[src/hdl/i2cra_pkg.sv]
// ----------------------------------------------------------------------------
// I2C register access master - shared definitions
// Field widths, opcodes, register indexes and bus phase codes.
// ----------------------------------------------------------------------------
package i2cra_pkg;

  localparam int unsigned OPCODE_W   = 2;
  localparam int unsigned BYTE_W     = 8;
  localparam int unsigned DEV_ADDR_W = 7;
  localparam int unsigned CFG_IDX_W  = 2;

  localparam logic [OPCODE_W-1:0] OP_TICK  = 2'd0;
  localparam logic [OPCODE_W-1:0] OP_WRITE = 2'd1;
  localparam logic [OPCODE_W-1:0] OP_READ  = 2'd2;

  localparam logic [CFG_IDX_W-1:0] REG_DEVICE_ADDRESS = 2'd0;
  localparam logic [CFG_IDX_W-1:0] REG_ACK_TIMEOUT    = 2'd1;

  localparam logic [DEV_ADDR_W-1:0] DEVICE_ADDRESS_RST = 7'd50;
  localparam logic [BYTE_W-1:0]     ACK_TIMEOUT_RST    = 8'd250;

  // Bus sequencer phases, one-hot
  typedef enum logic [14:0] {
    PH_IDLE      = 15'h0001,
    PH_START     = 15'h0002,
    PH_SEND_AW   = 15'h0004,
    PH_ACK_AW    = 15'h0008,
    PH_SEND_REG  = 15'h0010,
    PH_ACK_REG   = 15'h0020,
    PH_SEND_DATA = 15'h0040,
    PH_ACK_DATA  = 15'h0080,
    PH_RESTART   = 15'h0100,
    PH_SEND_AR   = 15'h0200,
    PH_ACK_AR    = 15'h0400,
    PH_READ      = 15'h0800,
    PH_NACK      = 15'h1000,
    PH_STOP_OK   = 15'h2000,
    PH_STOP_ERR  = 15'h4000
  } phase_t;

endpackage

[src/hdl/i2cra_if.sv]
// ----------------------------------------------------------------------------
// I2C register access master - channel interfaces
// Request, result and configuration channels with valid/ready handshake.
// ----------------------------------------------------------------------------
interface i2cra_req_if;
  import i2cra_pkg::*;

  logic                valid;
  logic                ready;
  logic [OPCODE_W-1:0] opcode;
  logic [BYTE_W-1:0]   reg_address;
  logic [BYTE_W-1:0]   write_data;
  logic                sda_sample;

  modport source (output valid, opcode, reg_address, write_data, sda_sample, input ready);
  modport sink   (input valid, opcode, reg_address, write_data, sda_sample, output ready);
endinterface

interface i2cra_res_if;
  import i2cra_pkg::*;

  logic              valid;
  logic              ready;
  logic              scl_level;
  logic              sda_level;
  logic              sda_enable;
  logic              busy_res;
  logic              done_res;
  logic              no_ack_error;
  logic [BYTE_W-1:0] read_byte;
  logic              rejected;

  modport source (output valid, scl_level, sda_level, sda_enable, busy_res, done_res,
                  no_ack_error, read_byte, rejected, input ready);
  modport sink   (input valid, scl_level, sda_level, sda_enable, busy_res, done_res,
                  no_ack_error, read_byte, rejected, output ready);
endinterface

interface i2cra_cfg_if;
  import i2cra_pkg::*;

  logic                 valid;
  logic                 ready;
  logic [CFG_IDX_W-1:0] index;
  logic [BYTE_W-1:0]    data;

  modport source (output valid, index, data, input ready);
  modport sink   (input valid, index, data, output ready);
endinterface

[src/hdl/i2c_register_access_master.sv]
// Each accepted word waits in the input register; its result word is then registered in the result register.
// Throughput: one word per cycle while results are taken; the step is one registered pass
// through the bus sequencer, and a held word waits while an untaken result is pending.
// Reset: synchronous, active high; sequencer idle, SCL and SDA high and
// driven, device address 50, acknowledge timeout 250.
// ----------------------------------------------------------------------------
// I2C register access master
// Bit-level master for single register writes and reads; one tick word is
// one step of the bus sequencer.
// ----------------------------------------------------------------------------
module i2c_register_access_master (
  input  logic clk,
  input  logic rst,
  i2cra_req_if.sink   req,
  i2cra_res_if.source res,
  i2cra_cfg_if.sink   cfg
);
  import i2cra_pkg::*;

  // Configuration registers
  logic [DEV_ADDR_W-1:0] device_address;
  logic [BYTE_W-1:0]     ack_timeout;

  // Input stage
  logic                in_valid;
  logic [OPCODE_W-1:0] in_opcode;
  logic [BYTE_W-1:0]   in_reg_address;
  logic [BYTE_W-1:0]   in_write_data;
  logic                in_sda;
  logic                advance;

  // Sequencer state
  phase_t            phase, phase_next;
  logic [3:0]        bit_count, bit_count_next;
  logic [1:0]        sub_tick, sub_tick_next;
  logic [BYTE_W-1:0] shift_byte, shift_byte_next;
  logic [BYTE_W-1:0] poll_count, poll_count_next;
  logic              is_read, is_read_next;
  logic [BYTE_W-1:0] held_register, held_register_next;
  logic [BYTE_W-1:0] held_data, held_data_next;
  logic              scl, scl_next;
  logic              sda, sda_next;
  logic              sda_en, sda_en_next;

  // Result flags of this step
  logic              done_next;
  logic              err_next;
  logic              rej_next;
  logic [BYTE_W-1:0] rbyte_next;

  logic [BYTE_W-1:0] addr_wr_byte;
  logic [BYTE_W-1:0] addr_rd_byte;

  assign addr_wr_byte = {device_address, 1'b0};
  assign addr_rd_byte = {device_address, 1'b1};

  // Move the input stage on when the result register is free or being emptied
  assign advance   = in_valid && (!res.valid || res.ready);
  assign req.ready = !in_valid || advance;
  assign cfg.ready = 1'b1;

  always_ff @(posedge clk) begin
    if (rst) begin
      device_address <= DEVICE_ADDRESS_RST;
      ack_timeout    <= ACK_TIMEOUT_RST;
    end else if (cfg.valid) begin
      case (cfg.index)
        REG_DEVICE_ADDRESS: device_address <= cfg.data[DEV_ADDR_W-1:0];
        REG_ACK_TIMEOUT:    ack_timeout    <= cfg.data;
        default: ;
      endcase
    end
  end

  // Input register: hold the word until the sequencer takes it
  always_ff @(posedge clk) begin
    if (rst) begin
      in_valid <= 1'b0;
    end else if (req.ready) begin
      in_valid <= req.valid;
    end
  end

  always_ff @(posedge clk) begin
    if (req.valid && req.ready) begin
      in_opcode      <= req.opcode;
      in_reg_address <= req.reg_address;
      in_write_data  <= req.write_data;
      in_sda         <= req.sda_sample;
    end
  end

  // One step of the bus sequencer
  always_comb begin
    phase_next         = phase;
    bit_count_next     = bit_count;
    sub_tick_next      = sub_tick;
    shift_byte_next    = shift_byte;
    poll_count_next    = poll_count;
    is_read_next       = is_read;
    held_register_next = held_register;
    held_data_next     = held_data;
    scl_next           = scl;
    sda_next           = sda;
    sda_en_next        = sda_en;
    done_next          = 1'b0;
    err_next           = 1'b0;
    rej_next           = 1'b0;
    rbyte_next         = '0;

    if (in_opcode == OP_WRITE || in_opcode == OP_READ) begin
      if (phase != PH_IDLE) begin
        // Busy: drop the request
        rej_next = 1'b1;
      end else begin
        held_register_next = in_reg_address;
        held_data_next     = in_write_data;
        is_read_next       = (in_opcode == OP_READ);
        shift_byte_next    = '0;
        phase_next         = PH_START;
        sub_tick_next      = '0;
        bit_count_next     = '0;
        poll_count_next    = '0;
      end
    end else if (in_opcode == OP_TICK && phase != PH_IDLE) begin
      case (phase)
        PH_START, PH_RESTART: begin
          if (sub_tick == 2'd0) begin
            {scl_next, sda_next, sda_en_next} = 3'b111;
            sub_tick_next = 2'd1;
          end else begin
            // Start condition: SDA falls with SCL high
            {scl_next, sda_next, sda_en_next} = 3'b101;
            phase_next      = (phase == PH_START) ? PH_SEND_AW : PH_SEND_AR;
            shift_byte_next = (phase == PH_START) ? addr_wr_byte : addr_rd_byte;
            sub_tick_next   = '0;
            bit_count_next  = '0;
            poll_count_next = '0;
          end
        end

        PH_SEND_AW, PH_SEND_REG, PH_SEND_DATA, PH_SEND_AR: begin
          scl_next    = (sub_tick == 2'd1);
          sda_next    = shift_byte[BYTE_W-1];
          sda_en_next = 1'b1;
          if (sub_tick < 2'd2) begin
            sub_tick_next = sub_tick + 2'd1;
          end else begin
            sub_tick_next   = '0;
            shift_byte_next = {shift_byte[BYTE_W-2:0], 1'b0};
            bit_count_next  = bit_count + 4'd1;
            if (bit_count >= 4'd7) begin
              case (phase)
                PH_SEND_AW:   phase_next = PH_ACK_AW;
                PH_SEND_REG:  phase_next = PH_ACK_REG;
                PH_SEND_DATA: phase_next = PH_ACK_DATA;
                default:      phase_next = PH_ACK_AR;
              endcase
              bit_count_next  = '0;
              poll_count_next = '0;
            end
          end
        end

        PH_ACK_AW, PH_ACK_REG, PH_ACK_DATA, PH_ACK_AR: begin
          scl_next    = (sub_tick != 2'd0);
          sda_next    = 1'b1;
          sda_en_next = 1'b0;
          if (sub_tick < 2'd2) begin
            sub_tick_next = sub_tick + 2'd1;
          end else if (!in_sda) begin
            // Acknowledged: advance to the next part of the transaction
            sub_tick_next   = '0;
            bit_count_next  = '0;
            poll_count_next = '0;
            case (phase)
              PH_ACK_AW: begin
                phase_next      = PH_SEND_REG;
                shift_byte_next = held_register;
              end
              PH_ACK_REG: begin
                if (is_read) begin
                  phase_next = PH_RESTART;
                end else begin
                  phase_next      = PH_SEND_DATA;
                  shift_byte_next = held_data;
                end
              end
              PH_ACK_DATA: phase_next = PH_STOP_OK;
              default: begin
                phase_next      = PH_READ;
                shift_byte_next = '0;
              end
            endcase
          end else if (poll_count >= ack_timeout) begin
            phase_next      = PH_STOP_ERR;
            sub_tick_next   = '0;
            bit_count_next  = '0;
            poll_count_next = '0;
          end else begin
            poll_count_next = poll_count + 8'd1;
          end
        end

        PH_READ: begin
          sda_next    = 1'b1;
          sda_en_next = 1'b0;
          if (sub_tick == 2'd0) begin
            scl_next      = 1'b0;
            sub_tick_next = 2'd1;
          end else begin
            // Sample on the high half of SCL, MSB first
            scl_next        = 1'b1;
            shift_byte_next = {shift_byte[BYTE_W-2:0], in_sda};
            sub_tick_next   = '0;
            bit_count_next  = bit_count + 4'd1;
            if (bit_count >= 4'd7) begin
              phase_next     = PH_NACK;
              bit_count_next = '0;
            end
          end
        end

        PH_NACK: begin
          sda_next    = 1'b1;
          sda_en_next = 1'b1;
          if (sub_tick == 2'd0) begin
            scl_next      = 1'b0;
            sub_tick_next = 2'd1;
          end else begin
            scl_next      = 1'b1;
            phase_next    = PH_STOP_OK;
            sub_tick_next = '0;
          end
        end

        PH_STOP_OK, PH_STOP_ERR: begin
          sda_en_next = 1'b1;
          if (sub_tick == 2'd0) begin
            {scl_next, sda_next} = 2'b00;
            sub_tick_next = 2'd1;
          end else if (sub_tick == 2'd1) begin
            {scl_next, sda_next} = 2'b10;
            sub_tick_next = 2'd2;
          end else begin
            // Stop condition: SDA rises with SCL high; transaction ends
            {scl_next, sda_next} = 2'b11;
            done_next       = 1'b1;
            err_next        = (phase == PH_STOP_ERR);
            rbyte_next      = (phase == PH_STOP_OK && is_read) ? shift_byte : '0;
            phase_next      = PH_IDLE;
            sub_tick_next   = '0;
            bit_count_next  = '0;
            poll_count_next = '0;
          end
        end

        default: begin
          phase_next      = PH_IDLE;
          sub_tick_next   = '0;
          bit_count_next  = '0;
          poll_count_next = '0;
        end
      endcase
    end
  end

  always_ff @(posedge clk) begin
    if (rst) begin
      phase         <= PH_IDLE;
      bit_count     <= '0;
      sub_tick      <= '0;
      shift_byte    <= '0;
      poll_count    <= '0;
      is_read       <= 1'b0;
      held_register <= '0;
      held_data     <= '0;
      scl           <= 1'b1;
      sda           <= 1'b1;
      sda_en        <= 1'b1;
    end else if (advance) begin
      phase         <= phase_next;
      bit_count     <= bit_count_next;
      sub_tick      <= sub_tick_next;
      shift_byte    <= shift_byte_next;
      poll_count    <= poll_count_next;
      is_read       <= is_read_next;
      held_register <= held_register_next;
      held_data     <= held_data_next;
      scl           <= scl_next;
      sda           <= sda_next;
      sda_en        <= sda_en_next;
    end
  end

  // Result register
  always_ff @(posedge clk) begin
    if (rst) begin
      res.valid <= 1'b0;
    end else if (advance) begin
      res.valid <= 1'b1;
    end else if (res.ready) begin
      res.valid <= 1'b0;
    end
  end

  always_ff @(posedge clk) begin
    if (advance) begin
      res.scl_level    <= scl_next;
      res.sda_level    <= sda_next;
      res.sda_enable   <= sda_en_next;
      res.busy_res     <= (phase_next != PH_IDLE);
      res.done_res     <= done_next;
      res.no_ack_error <= done_next && err_next;
      res.read_byte    <= rbyte_next;
      res.rejected     <= rej_next;
    end
  end

endmodule
[src/flat_wrapper.sv]
// flat-port wrapper written by rule: the top's interface ports become plain ports
module i2c_register_access_master_flat import i2cra_pkg::*;
  (clk, rst, req_valid, req_opcode, req_reg_address, req_write_data, req_sda_sample, req_ready, res_valid, res_scl_level, res_sda_level, res_sda_enable, res_busy_res, res_done_res, res_no_ack_error, res_read_byte, res_rejected, res_ready, cfg_valid, cfg_index, cfg_data, cfg_ready);
  i2cra_req_if req_i ();
  i2cra_res_if res_i ();
  i2cra_cfg_if cfg_i ();
  input  logic clk;
  input  logic rst;
  input wire logic [$bits(req_i.valid)-1:0] req_valid;
  input wire logic [$bits(req_i.opcode)-1:0] req_opcode;
  input wire logic [$bits(req_i.reg_address)-1:0] req_reg_address;
  input wire logic [$bits(req_i.write_data)-1:0] req_write_data;
  input wire logic [$bits(req_i.sda_sample)-1:0] req_sda_sample;
  output wire logic [$bits(req_i.ready)-1:0] req_ready;
  output wire logic [$bits(res_i.valid)-1:0] res_valid;
  output wire logic [$bits(res_i.scl_level)-1:0] res_scl_level;
  output wire logic [$bits(res_i.sda_level)-1:0] res_sda_level;
  output wire logic [$bits(res_i.sda_enable)-1:0] res_sda_enable;
  output wire logic [$bits(res_i.busy_res)-1:0] res_busy_res;
  output wire logic [$bits(res_i.done_res)-1:0] res_done_res;
  output wire logic [$bits(res_i.no_ack_error)-1:0] res_no_ack_error;
  output wire logic [$bits(res_i.read_byte)-1:0] res_read_byte;
  output wire logic [$bits(res_i.rejected)-1:0] res_rejected;
  input wire logic [$bits(res_i.ready)-1:0] res_ready;
  input wire logic [$bits(cfg_i.valid)-1:0] cfg_valid;
  input wire logic [$bits(cfg_i.index)-1:0] cfg_index;
  input wire logic [$bits(cfg_i.data)-1:0] cfg_data;
  output wire logic [$bits(cfg_i.ready)-1:0] cfg_ready;
  assign req_i.valid = req_valid;
  assign req_i.opcode = req_opcode;
  assign req_i.reg_address = req_reg_address;
  assign req_i.write_data = req_write_data;
  assign req_i.sda_sample = req_sda_sample;
  assign req_ready = req_i.ready;
  assign res_valid = res_i.valid;
  assign res_scl_level = res_i.scl_level;
  assign res_sda_level = res_i.sda_level;
  assign res_sda_enable = res_i.sda_enable;
  assign res_busy_res = res_i.busy_res;
  assign res_done_res = res_i.done_res;
  assign res_no_ack_error = res_i.no_ack_error;
  assign res_read_byte = res_i.read_byte;
  assign res_rejected = res_i.rejected;
  assign res_i.ready = res_ready;
  assign cfg_i.valid = cfg_valid;
  assign cfg_i.index = cfg_index;
  assign cfg_i.data = cfg_data;
  assign cfg_ready = cfg_i.ready;
  i2c_register_access_master u_core (.clk(clk), .rst(rst), .req(req_i), .res(res_i), .cfg(cfg_i));
endmodule
[config.mk]
export PLATFORM = sky130hd
export DESIGN_NAME = i2c_register_access_master_flat
export DESIGN_NICKNAME = d
export VERILOG_FILES = /design/src/hdl/i2cra_pkg.sv /design/src/hdl/i2cra_if.sv /design/src/hdl/i2c_register_access_master.sv /design/src/flat_wrapper.sv
export SDC_FILE = /design/constraint.sdc
export NUM_CORES = 1
export LEC_CHECK = 0
export BUFFER_PORTS_ARGS = -buffer_cell sky130_fd_sc_hd__buf_2
export CORE_ASPECT_RATIO = 0.5
export CORE_MARGIN = 1
export CORE_UTILIZATION = 64
export DETAILED_ROUTE_END_ITERATION = 6
export GPL_ROUTABILITY_DRIVEN = 0
export PLACE_DENSITY = 0.9
export SETUP_SLACK_MARGIN = 0.4
export SLEW_MARGIN = 30
export SYNTH_ARGS = -nofsm -noshare
export SYNTH_HDL_FRONTEND = slang
export SYNTH_SLANG_ARGS = --single-unit
[constraint.sdc]
create_clock -name clk -period 6 [get_ports clk]
set_clock_uncertainty 0.1 [all_clocks]
set_input_delay 1.5 -clock clk [delete_from_list [all_inputs] [get_ports clk]]
set_output_delay 1.5 -clock clk [all_outputs]
set_load 0.1 [all_outputs]
==> metrics.md <==
| Metric | Value |
|---|---|
| Status | finished with violations |
| Failing checks | DRC |
| GR Layer Usage met3 | 7.48% |
| CP Capture Type | flop |
| Clk network pwr share | a little under two fifths |
| Initial antenna violation count | 0 |
| Die Wd | around 130 um |
| Antenna fix cells | 0 |
| Psw | ~0.00045 W |
| RSZ-0062 raised after global routing | no |
| Worst setup SP type | flop |
| Layout cells sized above 1 | between 10% and 20% |
| Worst hold slack | roughly 0.36 ns |
| Fin. Hold Viols | 0 |
| Count of pins over their slew limit | 0 |
| Share of synthesized flip-flops with an asynchronous set or reset | 0% |
| Number of synthesized flops with an enable pin | 34 |
| Overall Power | approximately 0.0016 W |
| Clock transition at path regs | about 0.080 ns |
| Max-slew headroom | 38.1% |
| Max Freq | between 0.2 and 0.25 GHz |
| CTS Hold Bufs | 0 |
| Post-route ant nets | 0 |
| MaxCap Viol Count | 0 |
| Number of fill cells | between 500 and 600 |
| FF-to-FF setup slack | 1.60 ns |
| Post-synth top cells | dfxtp_1, nor2_1, nand2_1 |
| Gr usage total | between 30% and 40% |
| Vias in the first global route | around 4,400 |
| Routed wire length | 14.5 mm |
| Vias per cell | 6.71 |
| Mapped Cells | between 600 and 700 |
| Post-Place Cells | roughly 750 |
| Routed via count | around 5,100 |
| Drt first pass iters | 7 |
| Top-count cell post-synth | dfxtp_1 |
| Register area | 0.00250 mm^2 |
| Io pins | 52 |
| Worst EP arrival | between 4 and 5 ns |
| Hold Crit Class | flop to flop |
| Core area | between 0.008 and 0.009 mm^2 |
| Cell taking the most area after synthesis | dfxtp_1 |
| Full die area | ~0.009 mm^2 |
| Clk_lat worst skew | about 0.36 ns |
| Met2 usage | between 50% and 60% |
| CTS tree | built |
| Final Critical Period | between 4 and 5 ns |
| Setup_tns | 0 ns |
| Worst-Margin Slew | approximately 0.92 ns |
| Worst reg2reg path depth | 8 |
| H-tree levels | 3 |
| Wire per inst | about 19 um |
| Final setup violation count | 0 |
| Hold depth | 2 |
| Detailed Route Iter0 Violations | roughly 840 |
| Syn nets | between 600 and 700 |
| Tcrit/Tclk final | between 70 and 80% |
| GRT Max-Usage Layer | met2 |
| Seq cells post-synth | 108 |
| Largest family of logic cells by synthesized area | simple AND/OR/NAND/NOR gates |
| Syn_area_per_cell | approximately 9.1 um^2 |
| Register area share after synthesis | between 40% and 50% |
| Adder-cell share of the synthesized area | between 2 and 3% |
| Syn Std Cell Area | 0.00562 mm^2 |
| Pint | between 0.001 and 0.0015 W |
| Switching Share | approximately 28% |
| Setup bufs post-CTS | 0 |
| VDD IR max | between 150 and 200 uV |
| Pwr/cell area | between 200 and 300 mW/mm^2 |
| Maximum root-to-sink buffer count | 2 |
| YS warnings | 0 |
| Final Non-Filler Cells | 764 |
| Seq pwr share | 50.4% |
| Synth area leaders | dfxtp_1, edfxtp_1, mux2i_1, a21oi_1, nor2_1 |
| Die Y-Extent | 68.3 um |
| Post-synth top area share | 26.4% |
| M1 GR Usage | between 40% and 50% |
| Critical setup path kind | flop to flop |
| Post-CTS sizing | 0 |
| Nets | 693 |
| Proportion of synthesized area in mux cells | around 5.4% |
| Xor/xnor share of the synthesized area | 1.25% |
| WP data required | around 6.0 ns |
| CTS Buf Count | 9 |
| GRT overflow | 0 |
| Clk sink count | 108 |
| Crit Path Max Fanout | 17 |
| Count of cell types in the netlist | between 60 and 70 |
| FP Rows | 23 |
| P&R area growth vs syn | 9.70% |
| Synth Area in Compound Gates | 17.1% |
| Util after Layout | around three quarters |
| Multi-input logic area | between 0.002 and 0.003 mm^2 |
| Remaining DRCs | 3 |
| Combinational power share | roughly an eighth |
| Port bufs | 50 |
| Post-Synth Simple-Gate Area | a little under a quarter |
| Clk root buf | clkbuf_16 |
| Ys flop type | dfxtp_1 |
| Lkg Pwr | about 2.4 nW |
| HPWL after DPL | approximately 9.6 mm |
| Initial core utilization | roughly 68% |
| First-pass GRT wire length | about 23 mm |
| Largest net degree at the start of global routing | 68 |
## cells in the final DEF (no fill, tap or decap), types with 11 or more instances in the layout
master    instances
nor2_1           70
ha_1             12
mux2i_1          29
or3_1            12
dfxtp_1          74
a21oi_1          52
nand3_1          11
o21ai_0          16
buf_2            50
nor3_1           15
nand2_1          62
nor4_1           15
a211o_1          13
inv_1            25
edfxtp_1         34
## power by group through the flow
stage / clock network (W) / logic, W / registers, W
5_1_grt: 0.000627 / 0.000200 / 0.000799
6_report: 0.000596 / 0.000187 / 0.000797
2_1_floorplan: 0 / 0.000103 / 0.000847
4_1_cts: 0.000597 / 0.000183 / 0.000796
3_3_place_gp: 0 / 0.000177 / 0.000811
3_5_place_dp: 0 / 0.000181 / 0.000812
## cell type report
type | count | area share (%)
clock buffer | 9 | 3.65
clock inverter | 7 | 1.30
inverter | 26 | 1.58
multi-input combinational | 448 | 46.1
sequential | 108 | 40.6
tap | 112 | 2.27
timing repair buffer | 54 | 4.54
## sequential cells by signal, summed over array words and instances (netlist names), 2 cells and up
| register | count |
|---|---|
| u_core.res.read_byte | 8 |
| u_core.device_address | 7 |
| u_core.phase | 15 |
| u_core.in_reg_address | 8 |
| u_core.shift_byte | 8 |
| u_core.held_data | 8 |
| u_core.sub_tick | 2 |
| u_core.in_opcode | 2 |
| u_core.held_register | 8 |
| u_core.bit_count | 4 |
| u_core.ack_timeout | 8 |
| u_core.poll_count | 8 |
| u_core.in_write_data | 8 |
## critical path: stages, from the launching register on
cell	delay, ns
dfxtp_1	0.78
or3_1	0.57
nor2_1	0.34
a211oi_1	0.82
a21oi_1	0.16
nor3_1	0.45
a21oi_1	0.17
a2111oi_0	0.54
nand4_1	0.16
## path summary, 6_finish.rpt
path,from,to
worst max-delay path,u_core.phase[14],u_core.res.busy_res
worst max register to register,u_core.phase[14],u_core.res.busy_res
worst min register to register,u_core.shift_byte[5],u_core.shift_byte[5]
worst min-delay path,u_core.shift_byte[5],u_core.shift_byte[5]
## cell families after synthesis
kind of cell | count (synthesis)
other | 1
AND/OR/NAND/NOR | 255
flip-flops | 108
buffers and inverters | 65
XOR/XNOR | 8
AO/OA/AOI/OAI | 142
adder cells (fa/ha/maj) | 12
multiplexers | 30
## layer usage
layer,up-vias,routed length [um]
met1,2346,5970
met3,80,1560
met4,0,537
met5,-,0
li1,2329,-
met2,375,6390
## stage by stage
step / area (um^2) / worst slack [ns]
floorplan: 5620 / 2.14
global placement: 5850 / 2.09
detailed placement: 5850 / 1.91
CTS: 6160 / 1.81
global route: 6170 / 1.52
finish: 6170 / 1.60
Power figures use the tool's default switching activity.
